==> src/rtl/core/skid_steer_motor_mixer_assert.svh <==
// Assertion macros for the skid-steer motor mixer.
`ifndef SKID_STEER_MOTOR_MIXER_ASSERT_SVH
`define SKID_STEER_MOTOR_MIXER_ASSERT_SVH

// Same-cycle implication, disabled while reset is low.
`define SSMM_ASSERT_SAME(lbl, clk, rstn, ante, cons, msg) \
    lbl: assert property (@(posedge clk) disable iff (!rstn) (ante) |-> (cons)) \
        else $error(msg);

// Next-cycle implication, disabled while reset is low.
`define SSMM_ASSERT_NEXT(lbl, clk, rstn, ante, cons, msg) \
    lbl: assert property (@(posedge clk) disable iff (!rstn) (ante) |=> (cons)) \
        else $error(msg);

`endif

==> src/rtl/core/ssmm_pkg.sv <==
// Shared types, constants and helpers of the skid-steer motor mixer.
package ssmm_pkg;

    localparam int SPD_W     = 16;
    localparam int CMD_W     = SPD_W + 1;
    localparam int DUTY_W    = 15;
    localparam int GAIN_W    = 10;
    localparam int FRAC_W    = 8;
    localparam int FULL_W    = CMD_W + GAIN_W;
    localparam int SRC_W     = FULL_W - FRAC_W;
    localparam int MOTOR_W   = 2;
    localparam int STEP_W    = 2;
    localparam int CFG_IDX_W = 2;

    localparam int QDEPTH    = 4;
    localparam int QPTR_W    = $clog2(QDEPTH);
    localparam int QCNT_W    = $clog2(QDEPTH + 1);

    localparam int S_TDATA_W = 2 * SPD_W;
    localparam int M_TDATA_W = 40;
    localparam int M_TUSER_W = 2;

    localparam logic [DUTY_W-1:0] DEADZONE_RST  = 15'd400;
    localparam logic [DUTY_W-1:0] MAX_DUTY_RST  = 15'd2000;
    localparam logic [GAIN_W-1:0] REAR_GAIN_RST = 10'd333;

    localparam logic [CFG_IDX_W-1:0] CFG_DEADZONE  = 2'd0;
    localparam logic [CFG_IDX_W-1:0] CFG_MAX_DUTY  = 2'd1;
    localparam logic [CFG_IDX_W-1:0] CFG_REAR_GAIN = 2'd2;

    localparam logic [MOTOR_W-1:0] MOTOR_LEFT_F  = 2'd0;
    localparam logic [MOTOR_W-1:0] MOTOR_RIGHT_F = 2'd1;
    localparam logic [MOTOR_W-1:0] MOTOR_RIGHT_R = 2'd2;
    localparam logic [MOTOR_W-1:0] MOTOR_REAR    = 2'd3;
    localparam int                 N_MOTORS      = 4;

    localparam logic [STEP_W-1:0] STEP_LAST = 2'd3;

    typedef enum logic [1:0] {
        DIR_STOP = 2'd0,
        DIR_FWD  = 2'd1,
        DIR_REV  = 2'd2
    } dir_t;

    // One tick as queued between front and back end.
    typedef struct packed {
        logic signed [CMD_W-1:0]  diff;
        logic signed [CMD_W-1:0]  sum;
        logic        [FULL_W-1:0] rear_full;
    } tick_t;

    typedef struct packed {
        logic [MOTOR_W-1:0] motor_index;
        logic [DUTY_W-1:0]  fwd_duty;
        logic [DUTY_W-1:0]  rev_duty;
        logic               dir_pin;
        logic               is_brake;
        logic               in_deadzone;
        logic               last;
    } out_item_t;

    // Motor service order 0, 3, 1, 2.
    function automatic logic [MOTOR_W-1:0] motor_of_step(input logic [STEP_W-1:0] step);
        logic [MOTOR_W-1:0] m;
        case (step)
            2'd0:    m = MOTOR_LEFT_F;
            2'd1:    m = MOTOR_REAR;
            2'd2:    m = MOTOR_RIGHT_F;
            default: m = MOTOR_RIGHT_R;
        endcase
        return m;
    endfunction

endpackage

==> src/rtl/core/ssmm_front.sv <==
// Front end: takes a tick, mixes speed and yaw, forms the rear gain product.
module ssmm_front (
    input  logic                              aclk,
    input  logic                              aresetn,
    input  logic                              s_tvalid,
    output logic                              s_tready,
    input  logic signed [ssmm_pkg::SPD_W-1:0] fwd_speed,
    input  logic signed [ssmm_pkg::SPD_W-1:0] yaw_term,
    input  logic                              run_enable,
    input  logic [ssmm_pkg::GAIN_W-1:0]       rear_gain_q8,
    input  logic                              q_full,
    output logic                              q_push,
    output ssmm_pkg::tick_t                   q_wdata
);
    import ssmm_pkg::*;

    logic                    st_valid_reg;
    logic                    st_valid_next;
    logic signed [CMD_W-1:0] diff_reg;
    logic signed [CMD_W-1:0] diff_next;
    logic signed [CMD_W-1:0] sum_reg;
    logic signed [CMD_W-1:0] sum_next;
    logic        [CMD_W-1:0] diff_mag;
    logic                    accept;

    assign s_tready = !st_valid_reg || !q_full;
    assign accept   = s_tvalid && s_tready;
    assign q_push   = st_valid_reg && !q_full;

    always_comb begin
        st_valid_next = st_valid_reg;
        diff_next     = diff_reg;
        sum_next      = sum_reg;
        if (q_push) begin
            st_valid_next = 1'b0;
        end
        if (accept) begin
            st_valid_next = 1'b1;
            if (run_enable) begin
                diff_next = CMD_W'(fwd_speed) - CMD_W'(yaw_term);
                sum_next  = CMD_W'(fwd_speed) + CMD_W'(yaw_term);
            end else begin
                diff_next = '0;
                sum_next  = '0;
            end
        end
    end

    assign diff_mag          = diff_reg[CMD_W-1] ? CMD_W'(-diff_reg) : CMD_W'(diff_reg);
    assign q_wdata.diff      = diff_reg;
    assign q_wdata.sum       = sum_reg;
    assign q_wdata.rear_full = FULL_W'(diff_mag) * FULL_W'(rear_gain_q8);

    always_ff @(posedge aclk) begin
        if (!aresetn) begin
            st_valid_reg <= 1'b0;
        end else begin
            st_valid_reg <= st_valid_next;
        end
        diff_reg <= diff_next;
        sum_reg  <= sum_next;
    end

endmodule

==> src/rtl/core/ssmm_fifo.sv <==
// Tick queue between the front and back ends.
module ssmm_fifo (
    input  logic            aclk,
    input  logic            aresetn,
    input  logic            push,
    input  ssmm_pkg::tick_t wdata,
    output logic            full,
    input  logic            pop,
    output logic            head_valid,
    output ssmm_pkg::tick_t head
);
    import ssmm_pkg::*;

    tick_t             mem_reg [QDEPTH];
    logic [QPTR_W-1:0] wr_ptr_reg;
    logic [QPTR_W-1:0] wr_ptr_next;
    logic [QPTR_W-1:0] rd_ptr_reg;
    logic [QPTR_W-1:0] rd_ptr_next;
    logic [QCNT_W-1:0] count_reg;
    logic [QCNT_W-1:0] count_next;
    logic              do_push;
    logic              do_pop;

    assign full       = (count_reg == QCNT_W'(QDEPTH));
    assign head_valid = (count_reg != '0);
    assign head       = mem_reg[rd_ptr_reg];
    assign do_push    = push && !full;
    assign do_pop     = pop && head_valid;

    always_comb begin
        wr_ptr_next = do_push ? wr_ptr_reg + 1'b1 : wr_ptr_reg;
        rd_ptr_next = do_pop ? rd_ptr_reg + 1'b1 : rd_ptr_reg;
        count_next  = count_reg;
        if (do_push && !do_pop) begin
            count_next = count_reg + 1'b1;
        end else if (do_pop && !do_push) begin
            count_next = count_reg - 1'b1;
        end
    end

    always_ff @(posedge aclk) begin
        if (!aresetn) begin
            wr_ptr_reg <= '0;
            rd_ptr_reg <= '0;
            count_reg  <= '0;
        end else begin
            wr_ptr_reg <= wr_ptr_next;
            rd_ptr_reg <= rd_ptr_next;
            count_reg  <= count_next;
        end
        if (do_push) begin
            mem_reg[wr_ptr_reg] <= wdata;
        end
    end

endmodule

==> src/rtl/core/ssmm_back.sv <==
// Back end: per-motor deadzone, limit, brake sequencing and output register.
module ssmm_back (
    input  logic                          aclk,
    input  logic                          aresetn,
    input  logic                          q_valid,
    input  ssmm_pkg::tick_t               q_head,
    output logic                          q_pop,
    input  logic [ssmm_pkg::DUTY_W-1:0]   deadzone,
    input  logic [ssmm_pkg::DUTY_W-1:0]   max_duty,
    output logic                          out_valid,
    input  logic                          out_ready,
    output ssmm_pkg::out_item_t           out_item
);
    import ssmm_pkg::*;

    logic [STEP_W-1:0]  step_reg;
    logic [STEP_W-1:0]  step_next;
    logic               brk_done_reg;
    logic               brk_done_next;
    dir_t               dir_reg  [N_MOTORS];
    dir_t               dir_next [N_MOTORS];
    logic               pin_reg  [N_MOTORS];
    logic               pin_next [N_MOTORS];
    logic               out_valid_reg;
    logic               out_valid_next;
    out_item_t          item_reg;
    out_item_t          item_next;

    logic [MOTOR_W-1:0] motor;
    logic               rear;
    logic [CMD_W-1:0]   cmd;
    logic               neg;
    logic [CMD_W-1:0]   mag;
    logic [SRC_W-1:0]   src;
    logic               in_dz;
    logic [DUTY_W-1:0]  lim;
    logic               stop;
    dir_t               want;
    dir_t               cur_dir;
    logic               need_brake;
    logic               out_free;
    logic               go;

    assign out_free  = !out_valid_reg || out_ready;
    assign go        = q_valid && out_free;
    assign out_valid = out_valid_reg;
    assign out_item  = item_reg;

    always_comb begin
        motor = motor_of_step(step_reg);
        rear  = (motor == MOTOR_REAR);
        cmd   = (motor == MOTOR_LEFT_F || motor == MOTOR_REAR) ? q_head.diff : q_head.sum;
        neg   = cmd[CMD_W-1];
        mag   = neg ? CMD_W'(-cmd) : cmd;
        if (rear) begin
            src   = q_head.rear_full[FULL_W-1:FRAC_W];
            in_dz = (q_head.rear_full <= FULL_W'({deadzone, {FRAC_W{1'b0}}}));
        end else begin
            src   = SRC_W'(mag);
            in_dz = (mag <= CMD_W'(deadzone));
        end
        lim        = (src > SRC_W'(max_duty)) ? max_duty : src[DUTY_W-1:0];
        stop       = in_dz || (lim == '0);
        want       = neg ? DIR_REV : DIR_FWD;
        cur_dir    = dir_reg[motor];
        need_brake = !stop && !brk_done_reg && cur_dir != want
                     && (cur_dir == DIR_FWD || cur_dir == DIR_REV);
    end

    always_comb begin
        step_next      = step_reg;
        brk_done_next  = brk_done_reg;
        dir_next       = dir_reg;
        pin_next       = pin_reg;
        out_valid_next = out_free ? go : out_valid_reg;
        q_pop          = 1'b0;

        item_next             = item_reg;
        item_next.motor_index = motor;
        item_next.fwd_duty    = '0;
        item_next.rev_duty    = '0;
        item_next.dir_pin     = pin_reg[motor];
        item_next.is_brake    = 1'b0;
        item_next.in_deadzone = 1'b0;
        item_next.last        = (step_reg == STEP_LAST) && !need_brake;

        if (stop) begin
            item_next.in_deadzone = in_dz;
        end else if (need_brake) begin
            item_next.is_brake = 1'b1;
        end else if (neg) begin
            item_next.rev_duty = lim;
            item_next.dir_pin  = 1'b0;
        end else begin
            item_next.fwd_duty = lim;
            item_next.dir_pin  = 1'b1;
        end

        if (go) begin
            if (need_brake) begin
                brk_done_next = 1'b1;
            end else begin
                brk_done_next = 1'b0;
                step_next     = step_reg + 1'b1;
                q_pop         = (step_reg == STEP_LAST);
                if (stop) begin
                    dir_next[motor] = DIR_STOP;
                end else begin
                    dir_next[motor] = want;
                    pin_next[motor] = !neg;
                end
            end
        end
    end

    always_ff @(posedge aclk) begin
        if (!aresetn) begin
            step_reg      <= '0;
            brk_done_reg  <= 1'b0;
            out_valid_reg <= 1'b0;
            for (int i = 0; i < N_MOTORS; i++) begin
                dir_reg[i] <= DIR_STOP;
                pin_reg[i] <= 1'b0;
            end
        end else begin
            step_reg      <= step_next;
            brk_done_reg  <= brk_done_next;
            out_valid_reg <= out_valid_next;
            dir_reg       <= dir_next;
            pin_reg       <= pin_next;
        end
        if (go) begin
            item_reg <= item_next;
        end
    end

endmodule

==> src/rtl/core/skid_steer_motor_mixer.sv <==
// Top level of the skid-steer motor mixer: config registers, front, queue, back.
//
//  channel   dir   handshake            payload
//  s_        in    s_tvalid/s_tready    tdata speed+yaw, tuser run_enable
//  m_        out   m_tvalid/m_tready    tdata motor update, tuser flags, tlast
//  cfg_      in    cfg_wr_en            cfg_index, cfg_wdata
//
// A tick gives four to eight words in the back end: one per motor update and one per brake.
// The front end registers each tick before pushing it into the queue, which holds up to four ticks.
// Reset: deadzone 400, max_duty 2000, rear gain 333, every motor stopped, pins low.
// m_tready low holds the output register and the back end; the front fills the queue.
`include "skid_steer_motor_mixer_assert.svh"

module skid_steer_motor_mixer (
    input  logic                                 aclk,
    input  logic                                 aresetn,
    input  logic                                 s_tvalid,
    output logic                                 s_tready,
    input  logic [ssmm_pkg::S_TDATA_W-1:0]       s_tdata,  // fwd_speed, yaw_term
    input  logic                                 s_tuser,  // run_enable
    output logic                                 m_tvalid,
    input  logic                                 m_tready,
    output logic [ssmm_pkg::M_TDATA_W-1:0]       m_tdata,  // motor_index, fwd_duty, rev_duty, dir_pin
    output logic [ssmm_pkg::M_TUSER_W-1:0]       m_tuser,  // is_brake, in_deadzone
    output logic                                 m_tlast,
    input  logic                                 cfg_wr_en,
    input  logic [ssmm_pkg::CFG_IDX_W-1:0]       cfg_index,
    input  logic [ssmm_pkg::DUTY_W-1:0]          cfg_wdata
);
    import ssmm_pkg::*;

    logic [DUTY_W-1:0] deadzone_reg;
    logic [DUTY_W-1:0] deadzone_next;
    logic [DUTY_W-1:0] max_duty_reg;
    logic [DUTY_W-1:0] max_duty_next;
    logic [GAIN_W-1:0] gain_reg;
    logic [GAIN_W-1:0] gain_next;

    logic              q_full;
    logic              q_push;
    tick_t             q_wdata;
    logic              q_pop;
    logic              q_valid;
    tick_t             q_head;
    out_item_t         out_item;

    always_comb begin
        deadzone_next = deadzone_reg;
        max_duty_next = max_duty_reg;
        gain_next     = gain_reg;
        if (cfg_wr_en) begin
            case (cfg_index)
                CFG_DEADZONE:  deadzone_next = cfg_wdata;
                CFG_MAX_DUTY:  max_duty_next = cfg_wdata;
                CFG_REAR_GAIN: gain_next     = cfg_wdata[GAIN_W-1:0];
                default:       ;
            endcase
        end
    end

    always_ff @(posedge aclk) begin
        if (!aresetn) begin
            deadzone_reg <= DEADZONE_RST;
            max_duty_reg <= MAX_DUTY_RST;
            gain_reg     <= REAR_GAIN_RST;
        end else begin
            deadzone_reg <= deadzone_next;
            max_duty_reg <= max_duty_next;
            gain_reg     <= gain_next;
        end
    end

    ssmm_front u_front (
        .aclk         (aclk),
        .aresetn      (aresetn),
        .s_tvalid     (s_tvalid),
        .s_tready     (s_tready),
        .fwd_speed    (s_tdata[SPD_W-1:0]),
        .yaw_term     (s_tdata[2*SPD_W-1:SPD_W]),
        .run_enable   (s_tuser),
        .rear_gain_q8 (gain_reg),
        .q_full       (q_full),
        .q_push       (q_push),
        .q_wdata      (q_wdata)
    );

    ssmm_fifo u_fifo (
        .aclk       (aclk),
        .aresetn    (aresetn),
        .push       (q_push),
        .wdata      (q_wdata),
        .full       (q_full),
        .pop        (q_pop),
        .head_valid (q_valid),
        .head       (q_head)
    );

    ssmm_back u_back (
        .aclk      (aclk),
        .aresetn   (aresetn),
        .q_valid   (q_valid),
        .q_head    (q_head),
        .q_pop     (q_pop),
        .deadzone  (deadzone_reg),
        .max_duty  (max_duty_reg),
        .out_valid (m_tvalid),
        .out_ready (m_tready),
        .out_item  (out_item)
    );

    assign m_tdata = M_TDATA_W'({out_item.dir_pin, out_item.rev_duty,
                                 out_item.fwd_duty, out_item.motor_index});
    assign m_tuser = {out_item.in_deadzone, out_item.is_brake};
    assign m_tlast = out_item.last;

    `SSMM_ASSERT_SAME(a_brake_zero, aclk, aresetn, m_tvalid && out_item.is_brake, out_item.fwd_duty == '0 && out_item.rev_duty == '0 && !out_item.last, "brake word drives a compare or ends the tick")
    `SSMM_ASSERT_SAME(a_fwd_pin, aclk, aresetn, m_tvalid && out_item.fwd_duty != '0, out_item.dir_pin && out_item.rev_duty == '0 && !out_item.in_deadzone, "forward compare without forward pin")
    `SSMM_ASSERT_NEXT(a_brake_follow, aclk, aresetn, m_tvalid && m_tready && out_item.is_brake, m_tvalid && !out_item.is_brake && out_item.motor_index == $past(out_item.motor_index), "brake not followed by drive word of same motor")

endmodule

==> config.mk <==
export PLATFORM = sky130hd
export DESIGN_NAME = skid_steer_motor_mixer
export DESIGN_NICKNAME = d
export VERILOG_FILES = /design/src/rtl/core/ssmm_pkg.sv /design/src/rtl/core/ssmm_front.sv /design/src/rtl/core/ssmm_fifo.sv /design/src/rtl/core/ssmm_back.sv /design/src/rtl/core/skid_steer_motor_mixer.sv
export VERILOG_INCLUDE_DIRS = /design/src /design/src/rtl/core
export SDC_FILE = /design/constraint.sdc
export NUM_CORES = 1
export LEC_CHECK = 0
export ABC_CLOCK_PERIOD_IN_PS = 7040
export BUFFER_PORTS_ARGS = -buffer_cell sky130_fd_sc_hd__buf_2
export CAP_MARGIN = 20
export CORE_AREA = 4 4 208 210
export CTS_BUF_LIST = sky130_fd_sc_hd__clkbuf_16
export CTS_CLUSTER_DIAMETER = 30
export DETAILED_ROUTE_END_ITERATION = 10
export DIE_AREA = 0 0 212 214
export GPL_TIMING_DRIVEN = 1
export HOLD_SLACK_MARGIN = 0.12
export PLACE_DENSITY = 0.77
export SLEW_MARGIN = 20
export SYNTH_ARGS = -nofsm -noshare
export SYNTH_HDL_FRONTEND = slang
export SYNTH_SLANG_ARGS = --single-unit
==> constraint.sdc <==
create_clock -name aclk -period 7.04 [get_ports aclk]
set_clock_uncertainty 0.15 [all_clocks]
set_input_delay 1.056 -clock aclk [delete_from_list [all_inputs] [get_ports aclk]]
set_output_delay 1.056 -clock aclk [all_outputs]
set_load 0.02 [all_outputs]
==> results of run 1 <==
-- cell type report --
cell class | count | area, sq um | area share [%]
clock buffers | 60 | 1500 | 5.47
clock inverters | 51 | 568 | 2.07
inverters | 202 | 761 | 2.77
multi-input cells | 1400 | 12000 | 43.8
flip-flops and latches | 375 | 10600 | 38.7
well taps | 539 | 674 | 2.46
repair buffers | 199 | 1300 | 4.74
-- cells in the mapped netlist, types with 6 or more instances --
library cell / count / share of area, %
sky130_fd_sc_hd__edfxtp_1: 309 / 40
sky130_fd_sc_hd__nand2_1: 217 / 3.5
sky130_fd_sc_hd__inv_1: 198 / 3.2
sky130_fd_sc_hd__ha_1: 152 / 8.1
sky130_fd_sc_hd__fa_1: 121 / 10
sky130_fd_sc_hd__nor2_1: 114 / 1.8
sky130_fd_sc_hd__and2_1: 94 / 2.5
sky130_fd_sc_hd__a21oi_1: 81 / 1.7
sky130_fd_sc_hd__mux2i_1: 68 / 2.9
sky130_fd_sc_hd__dfxtp_1: 66 / 5.6
sky130_fd_sc_hd__xnor2_1: 52 / 1.9
sky130_fd_sc_hd__clkbuf_1: 47 / 0.75
sky130_fd_sc_hd__o21ai_0: 46 / 0.98
sky130_fd_sc_hd__nor3_1: 29 / 0.62
sky130_fd_sc_hd__nand3_1: 27 / 0.58
sky130_fd_sc_hd__nand4_1: 21 / 0.56
sky130_fd_sc_hd__nor2b_1: 21 / 0.56
sky130_fd_sc_hd__mux4_2: 20 / 1.9
sky130_fd_sc_hd__mux2_2: 19 / 0.91
sky130_fd_sc_hd__nor4_1: 19 / 0.51
sky130_fd_sc_hd__nand2b_1: 17 / 0.45
sky130_fd_sc_hd__xor2_1: 16 / 0.60
sky130_fd_sc_hd__a21o_1: 15 / 0.48
sky130_fd_sc_hd__buf_4: 15 / 0.48
sky130_fd_sc_hd__o211ai_1: 15 / 0.48
sky130_fd_sc_hd__a22oi_1: 14 / 0.45
sky130_fd_sc_hd__o22ai_1: 14 / 0.37
sky130_fd_sc_hd__a22o_1: 12 / 0.45
sky130_fd_sc_hd__and3_1: 11 / 0.29
sky130_fd_sc_hd__or3_1: 11 / 0.29
sky130_fd_sc_hd__o31ai_1: 9 / 0.29
sky130_fd_sc_hd__o41ai_1: 9 / 0.34
sky130_fd_sc_hd__or2_2: 9 / 0.24
sky130_fd_sc_hd__o21a_1: 8 / 0.26
sky130_fd_sc_hd__o31a_1: 8 / 0.30
sky130_fd_sc_hd__a2111oi_0: 7 / 0.26
sky130_fd_sc_hd__o21bai_1: 7 / 0.22
sky130_fd_sc_hd__a211oi_1: 6 / 0.19
sky130_fd_sc_hd__a31oi_1: 6 / 0.16
sky130_fd_sc_hd__buf_1: 6 / 0.096
sky130_fd_sc_hd__o311ai_0: 6 / 0.22
-- per-layer routing --
metal	vias to the layer above	track usage, %	share of wire [%]	wire, um
li1	7656	-	-	-
met1	8352	33.5	39	23200
met2	708	44.0	51	30100
met3	160	3.65	6.5	3850
met4	0	9.51	3.9	2310
met5	-	0	0	0
-- per-stage QoR --
stage	utilization, %	cell area [sq um]
detailed placement	60.0	24900
floorplan	-	23500
global route	66.0	27400
CTS	65.3	27200
global placement	60.0	24900
finish	66.0	27400
-- how the worst min path moves through the flow --
stage | from | endpoint | slack [ns] | cells past startpoint
after floorplan | u_back.dir_reg[7] | u_back.dir_reg[7] | 0.29 | 2
after global placement | u_back.pin_reg[0] | u_back.pin_reg[0] | 0.29 | 2
after detailed placement | deadzone_reg[3] | deadzone_reg[3] | 0.30 | 2
after CTS | deadzone_reg[3] | deadzone_reg[3] | 0.31 | 2
after global routing | deadzone_reg[3] | deadzone_reg[3] | 0.32 | 2
final | deadzone_reg[3] | deadzone_reg[3] | 0.31 | 2
-- where the power goes --
part           switching [W]  internal, W
logic                0.00453      0.00305
clock network        0.00109      0.00184
registers           0.000104      0.00353
-- tightest hold or removal path, cell delays in order, from the launching register on --
cell and delay [ns]:
sky130_fd_sc_hd__dfxtp_1 0.31, sky130_fd_sc_hd__nand2_1 0.05, sky130_fd_sc_hd__a21oi_1 0.05
-- timing repair --
item | CTS | global route
gates resized for setup | 28 | 38
buffers inserted | 6 | 9
pin swaps | 11 | 12
setup endpoints to repair | 28 | 37
-- kinds of logic after synthesis --
family	Yosys count	share of synthesized area, %
compound gates	319	9.59
xor+xnor	68	2.54
fa+ha+maj	273	18.5
buf+inv	282	5.01
flops	375	45.3
mux	110	5.92
other cells	1	0.0160
simple gates	623	13.2
==> flow_summary_export.csv, run 1 <==
group,metric,value,unit
setup_path,crit-reg2reg-launch,"u_front.diff_reg[1]",
place,dp_hpwl,42400,um
sta,slew_viol_final,0,
setup_path,timing.setup.critical_path_class,"flop to flop",
setup_path,worst_path_dominant_cell_family,"adder cells",
yosys,post_synth_instance_area,0.0234,sq mm
setup_path,critPathMostFrequentCell,"sky130_fd_sc_hd__fa_1",
grt,vias_in_the_first_global_route,17300,
place,routabilityCongestion,0.936,
sta,rsz0062_at_grt,"true",
setup_path,timing.critical_path.from_type,"flop",
setup_path,rr_endpoint,"u_fifo.mem_reg[2][26]",
floorplanning,initial_core_util,56.3,%
power,leakage,11.1,nW
setup_path,setup.worst_path.end,"u_fifo.mem_reg[2][26]",
clock_tree,holdBufCountCts,0,
setup_path,cpPeakStageDelay,0.53,ns
finish,layout_common_cells,"sky130_fd_sc_hd__edfxtp_1 (309), sky130_fd_sc_hd__nand2_1 (214), sky130_fd_sc_hd__inv_1 (201)",
drt,drtPass1Iterations,8,
setup_path,crit_fanout,4,
outcome,outcome,"complete, but fails checks",
setup_path,cpMaxStageDelayCell,"sky130_fd_sc_hd__fa_1",
clock_tree,tritoncts,"done",
grt,grt_antenna_before_repair,0,
setup_path,cp-startpoint,"u_front.diff_reg[1]",
power,ir_drop,0.556,mV
job,timing.max_cap.violations,0,
drt,route.vias.total,16900,
place,dpl.cell_count,2701,
drt,detail_route.wl_per_cell,21.0,um
sta,finalSetupViolations,24,
sta,finalHoldViolCount,0,
grt,grt_pass1_wl,92800,um
sta,max_freq,0.138,GHz
drt,drtIter0Drc,1425,
outcome,failed_checks,"setup timing",
finish,final_cell_count_no_fill,2826,
yosys,avgSynthCellArea,11.4,sq um
setup_path,crit_buf_inv,5,
floorplanning,die_h,214,um
clock_tree,cts_buffers,59,
floorplanning,io-pin-count,100,
clock_tree,cts_max_level,2,
power,power_density,515,mW/mm^2
floorplanning,floorplan.die.width,212,um
yosys,yosys_warnings,0,
clock_tree,clk_latency,0.63,ns
clock_tree,cts_num_sinks,375,
yosys,netlist_instances,2051,
drt,post_drt_via_cell_ratio,5.97,
finish,area_grow_syn2layout,17.2,%
finish,layout-drive-gt1-share,19.1,%
place,place_ws,-0.350,ns
power,finalPower,0.0141,W
clock_tree,clkSlewWorstSetupHoldPaths,0.06,ns
floorplanning,core_area,0.0416,sq mm
yosys,synthArstFlopShare,0,%
sta,worst_slew_margin_rel,36.4,%
yosys,synth-edff-count,309,
grt,grt_max_degree,61,
finish,antenna-diode-count,0,
finish,finalNetCount,2565,
finish,mostFrequentLayoutCell,"sky130_fd_sc_hd__edfxtp_1",
yosys,synth-seq-cells,375,
setup_path,arrival,7.46,ns
yosys,yosys.cell_types.count,93,
grt,gr-total-overflow,0,
sta,finalWorstSetupSlack,-0.202,ns
sta,shortest_clock_period_the_worst_path_allows_after_layout,7.24,ns
sta,timing.hold.ws,0.313,ns
sta,timing_worst_slew_pin_value,0.953,ns
setup_path,critical_path_required,7.25,ns
drt,dr_drc_count,0,
finish,final.fill_count,2980,
place,numPortBuffers,92,
clock_tree,clock_tree.buffer_depth,3,
yosys,yosysSeqAreaShare,45.3,%
setup_path,timing.reg2reg.worst_path_depth,26,
clock_tree,clk_root_buffer_cell,"sky130_fd_sc_hd__clkbuf_16",
setup_path,crit_path_end_kind,"flop",
grt,groute.usage.overall,25.7,%
sta,totalNegativeSetupSlack,-3.07,ns
setup_path,worst-path-stages,26,
floorplanning,std_cell_rows,75,
yosys,dominant_register_cell_in_the_synthesized_netlist,"sky130_fd_sc_hd__edfxtp_1",
finish,flip_flop_count_of_the_largest_register_all_copies_and_words_added,240,
worst_hold_path,holdCritPathClass,"flop to flop",
sta,final.period_utilization,103,%
drt,totalWireLength,59500,um
setup_path,ff2ff_setup_slack,-0.20,ns
drt,antenna_violating_nets_post_route,0,
floorplanning,dieArea,0.0454,sq mm
Note: power is estimated with default switching activity, not from simulation.
==> run 2: changes to the inputs <==
- ABC_CLOCK_PERIOD_IN_PS: 7040 -> 7900
- CORE_AREA: 4 4 208 210 -> 4 4 198 200
- DIE_AREA: 0 0 212 214 -> 0 0 202 204
- PLACE_DENSITY: 0.77 -> 0.81
- clock period: 7.04 -> 7.9 ns (I/O delays scaled with it)
==> flow_summary_export.csv, run 2 (synthesis gave the netlist of run 1 again) <==
group,metric,value,unit
outcome,outcome,"finished, final reports clean",
finish,area_grow_syn2layout,14.0,%
setup_path,cp-startpoint,"u_front.diff_reg[7]",
finish,layout_common_cells,"sky130_fd_sc_hd__edfxtp_1 (309), sky130_fd_sc_hd__nand2_1 (217), sky130_fd_sc_hd__inv_1 (199)",
drt,antenna_violating_nets_post_route,0,
drt,met1Wirelength,22400,um
floorplanning,dieArea,0.0412,sq mm
power,power_density,430,mW/mm^2
finish,finalNetCount,2504,
floorplanning,initial_core_util,62.6,%
sta,timing_worst_slew_pin_value,1.01,ns
setup_path,crit_fanout,10,
power,power.switching_fraction,40.7,%
floorplanning,floorplan.die.width,202,um
place,place_ws,0.116,ns
sta,slew_viol_final,0,
setup_path,crit_path_end_kind,"flop",
place,dp_hpwl,41000,um
finish,final.fill_count,2502,
clock_tree,clk_root_buffer_cell,"sky130_fd_sc_hd__clkbuf_16",
floorplanning,std_cell_rows,71,
clock_tree,tritoncts,"done",
setup_path,cpMaxStageDelayCell,"sky130_fd_sc_hd__fa_1",
finish,antenna-diode-count,0,
power,switching_power,0.00467,W
worst_hold_path,hp-start,"deadzone_reg[9]",
clock_tree,clk_latency,0.64,ns
sta,max_freq,0.134,GHz
place,dpl.cell_count,2620,
floorplanning,die_h,204,um
job,timing.max_cap.violations,0,
sta,finalHoldViolCount,0,
finish,final_design_area_no_fill,0.0267,sq mm
floorplanning,io-pin-count,100,
clock_tree,holdBufCountCts,0,
grt,grt_antenna_before_repair,0,
grt,groute.usage.overall,28.3,%
setup_path,timing.reg2reg.worst_path_depth,21,
finish,flip_flop_count_of_the_largest_register_all_copies_and_words_added,240,
drt,drtIter0Drc,1221,
power,clock_power_share,23.3,%
sta,finalWorstSetupSlack,0.453,ns
place,dpl-instance-area,0.0245,sq mm
grt,vias_in_the_first_global_route,17300,
setup_path,timing.setup.critical_path_class,"flop to flop",
drt,drtPass1Iterations,6,
grt,gr-total-overflow,0,
setup_path,path_cells,"nor3_1 > nand2_1 > o31ai_1 > xnor2_1 > nand2_1 > fa_1 > inv_1 > fa_1 > fa_1 > fa_1 > fa_1 > ha_1 > nand2_1 > a211oi_1 > nand3b_1 > a41oi_1 > o21ai_1 > a21oi_1 > o41ai_2 > buf_4 > o311ai_1",
clock_tree,clkSlewWorstSetupHoldPaths,0.05,ns
setup_path,cpPeakStageDelay,0.57,ns
setup_path,arrival,7.66,ns
sta,final.period_utilization,94.3,%
power,ir_drop,0.424,mV
drt,dr_drc_count,0,
sta,finalSetupViolations,0,
drt,dr.max_layer_used,"met4",
drt,met3WireLength,4210,um
power,leakage,10.7,nW
power,power.combinational.fraction,48.3,%
power,finalPower,0.0115,W
finish,layout-drive-gt1-share,15.3,%
finish,final_cell_count_no_fill,2739,
clock_tree,cts_buffers,61,
setup_path,timing.critical_path.from_type,"flop",
clock_tree,cts_num_sinks,375,
power,sequentialPowerShare,28.4,%
sta,totalNegativeSetupSlack,0,ns
finish,mostFrequentLayoutCell,"sky130_fd_sc_hd__edfxtp_1",
drt,post_drt_via_cell_ratio,6.06,
worst_hold_path,hold-path-cell-count,2,
grt,grt_pass1_wl,92700,um
worst_hold_path,holdCritPathClass,"flop to flop",
drt,met2RoutedLength,28900,um
sta,worst_slew_margin_rel,32.3,%
grt,grt_max_degree,61,
drt,route.vias.total,16600,
power,power.internal,0.00681,W
sta,shortest_clock_period_the_worst_path_allows_after_layout,7.45,ns
setup_path,critical_path_required,8.12,ns
clock_tree,cts_max_level,2,
place,routabilityCongestion,0.914,
setup_path,crit-reg2reg-launch,"u_front.diff_reg[7]",
setup_path,critPathMostFrequentCell,"sky130_fd_sc_hd__fa_1",
drt,totalWireLength,57900,um
drt,detail_route.wl_per_cell,21.1,um
place,numPortBuffers,92,
clock_tree,clock_tree.buffer_depth,3,
floorplanning,core_area,0.0374,sq mm
## run 2: layer usage
layer  global-route usage, %  up-vias
li1                        -     7545
met5                       0        -
met2                    48.8      758
met3                    4.52      162
met1                    35.7     8125
met4                    12.0        0
## run 2: final timing paths
| kind | endpoint | slack (ns) |
|---|---|---|
| worst max-delay path | u_fifo.mem_reg[0][24] | 0.45 |
| worst min-delay path | deadzone_reg[9] | 0.32 |
| worst max register to register | u_fifo.mem_reg[0][24] | 0.45 |
| worst min register to register | deadzone_reg[9] | 0.32 |
## run 2: area by class of cell
type                            count  area [sq um]  share of cell area, %
Multi-Input combinational cell   1400         11800                   44.0
Sequential cell                   375         10600                   39.7
Clock buffer                       61          1530                   5.72
Timing Repair Buffer              136           803                   3.01
Inverter                          202           761                   2.85
Tap cell                          511           639                   2.40
Clock inverter                     54           606                   2.27
## run 2: critical path: cells and delay by family, from the launching register on
family                     cells  cell delay, ns
buffers and inverters          2            0.22
xor gates and xnor gates       1            0.45
DFF                            1            0.56
and+or+nand+nor                5            1.13
AOI/OAI and AO/OA              7            1.76
adders and majority gates      6            2.91
## run 2: what timing repair did
item                                    4_1_cts  5_1_grt
buffers inserted                              0        4
endpoints found under the setup margin        0       28
resized for setup                             0       10
## run 2: through the flow
stage / hold WS [ns] / utilization (%)
6_report: 0.317 / 71.4
5_1_grt: 0.323 / 71.4
4_1_cts: 0.314 / 71.2
3_5_place_dp: 0.301 / 65.5
3_3_place_gp: 0.294 / 65.5
2_1_floorplan: 0.285 / -
## run 2: power by group through the flow
stage | logic, W | registers (W) | clock network, W
finish | 0.00554 | 0.00326 | 0.00267
global route | 0.00613 | 0.00328 | 0.00280
detailed placement | 0.00535 | 0.00329 | 0
CTS | 0.00542 | 0.00326 | 0.00268
global placement | 0.00512 | 0.00327 | 0
floorplan | 0.00377 | 0.00332 | 0
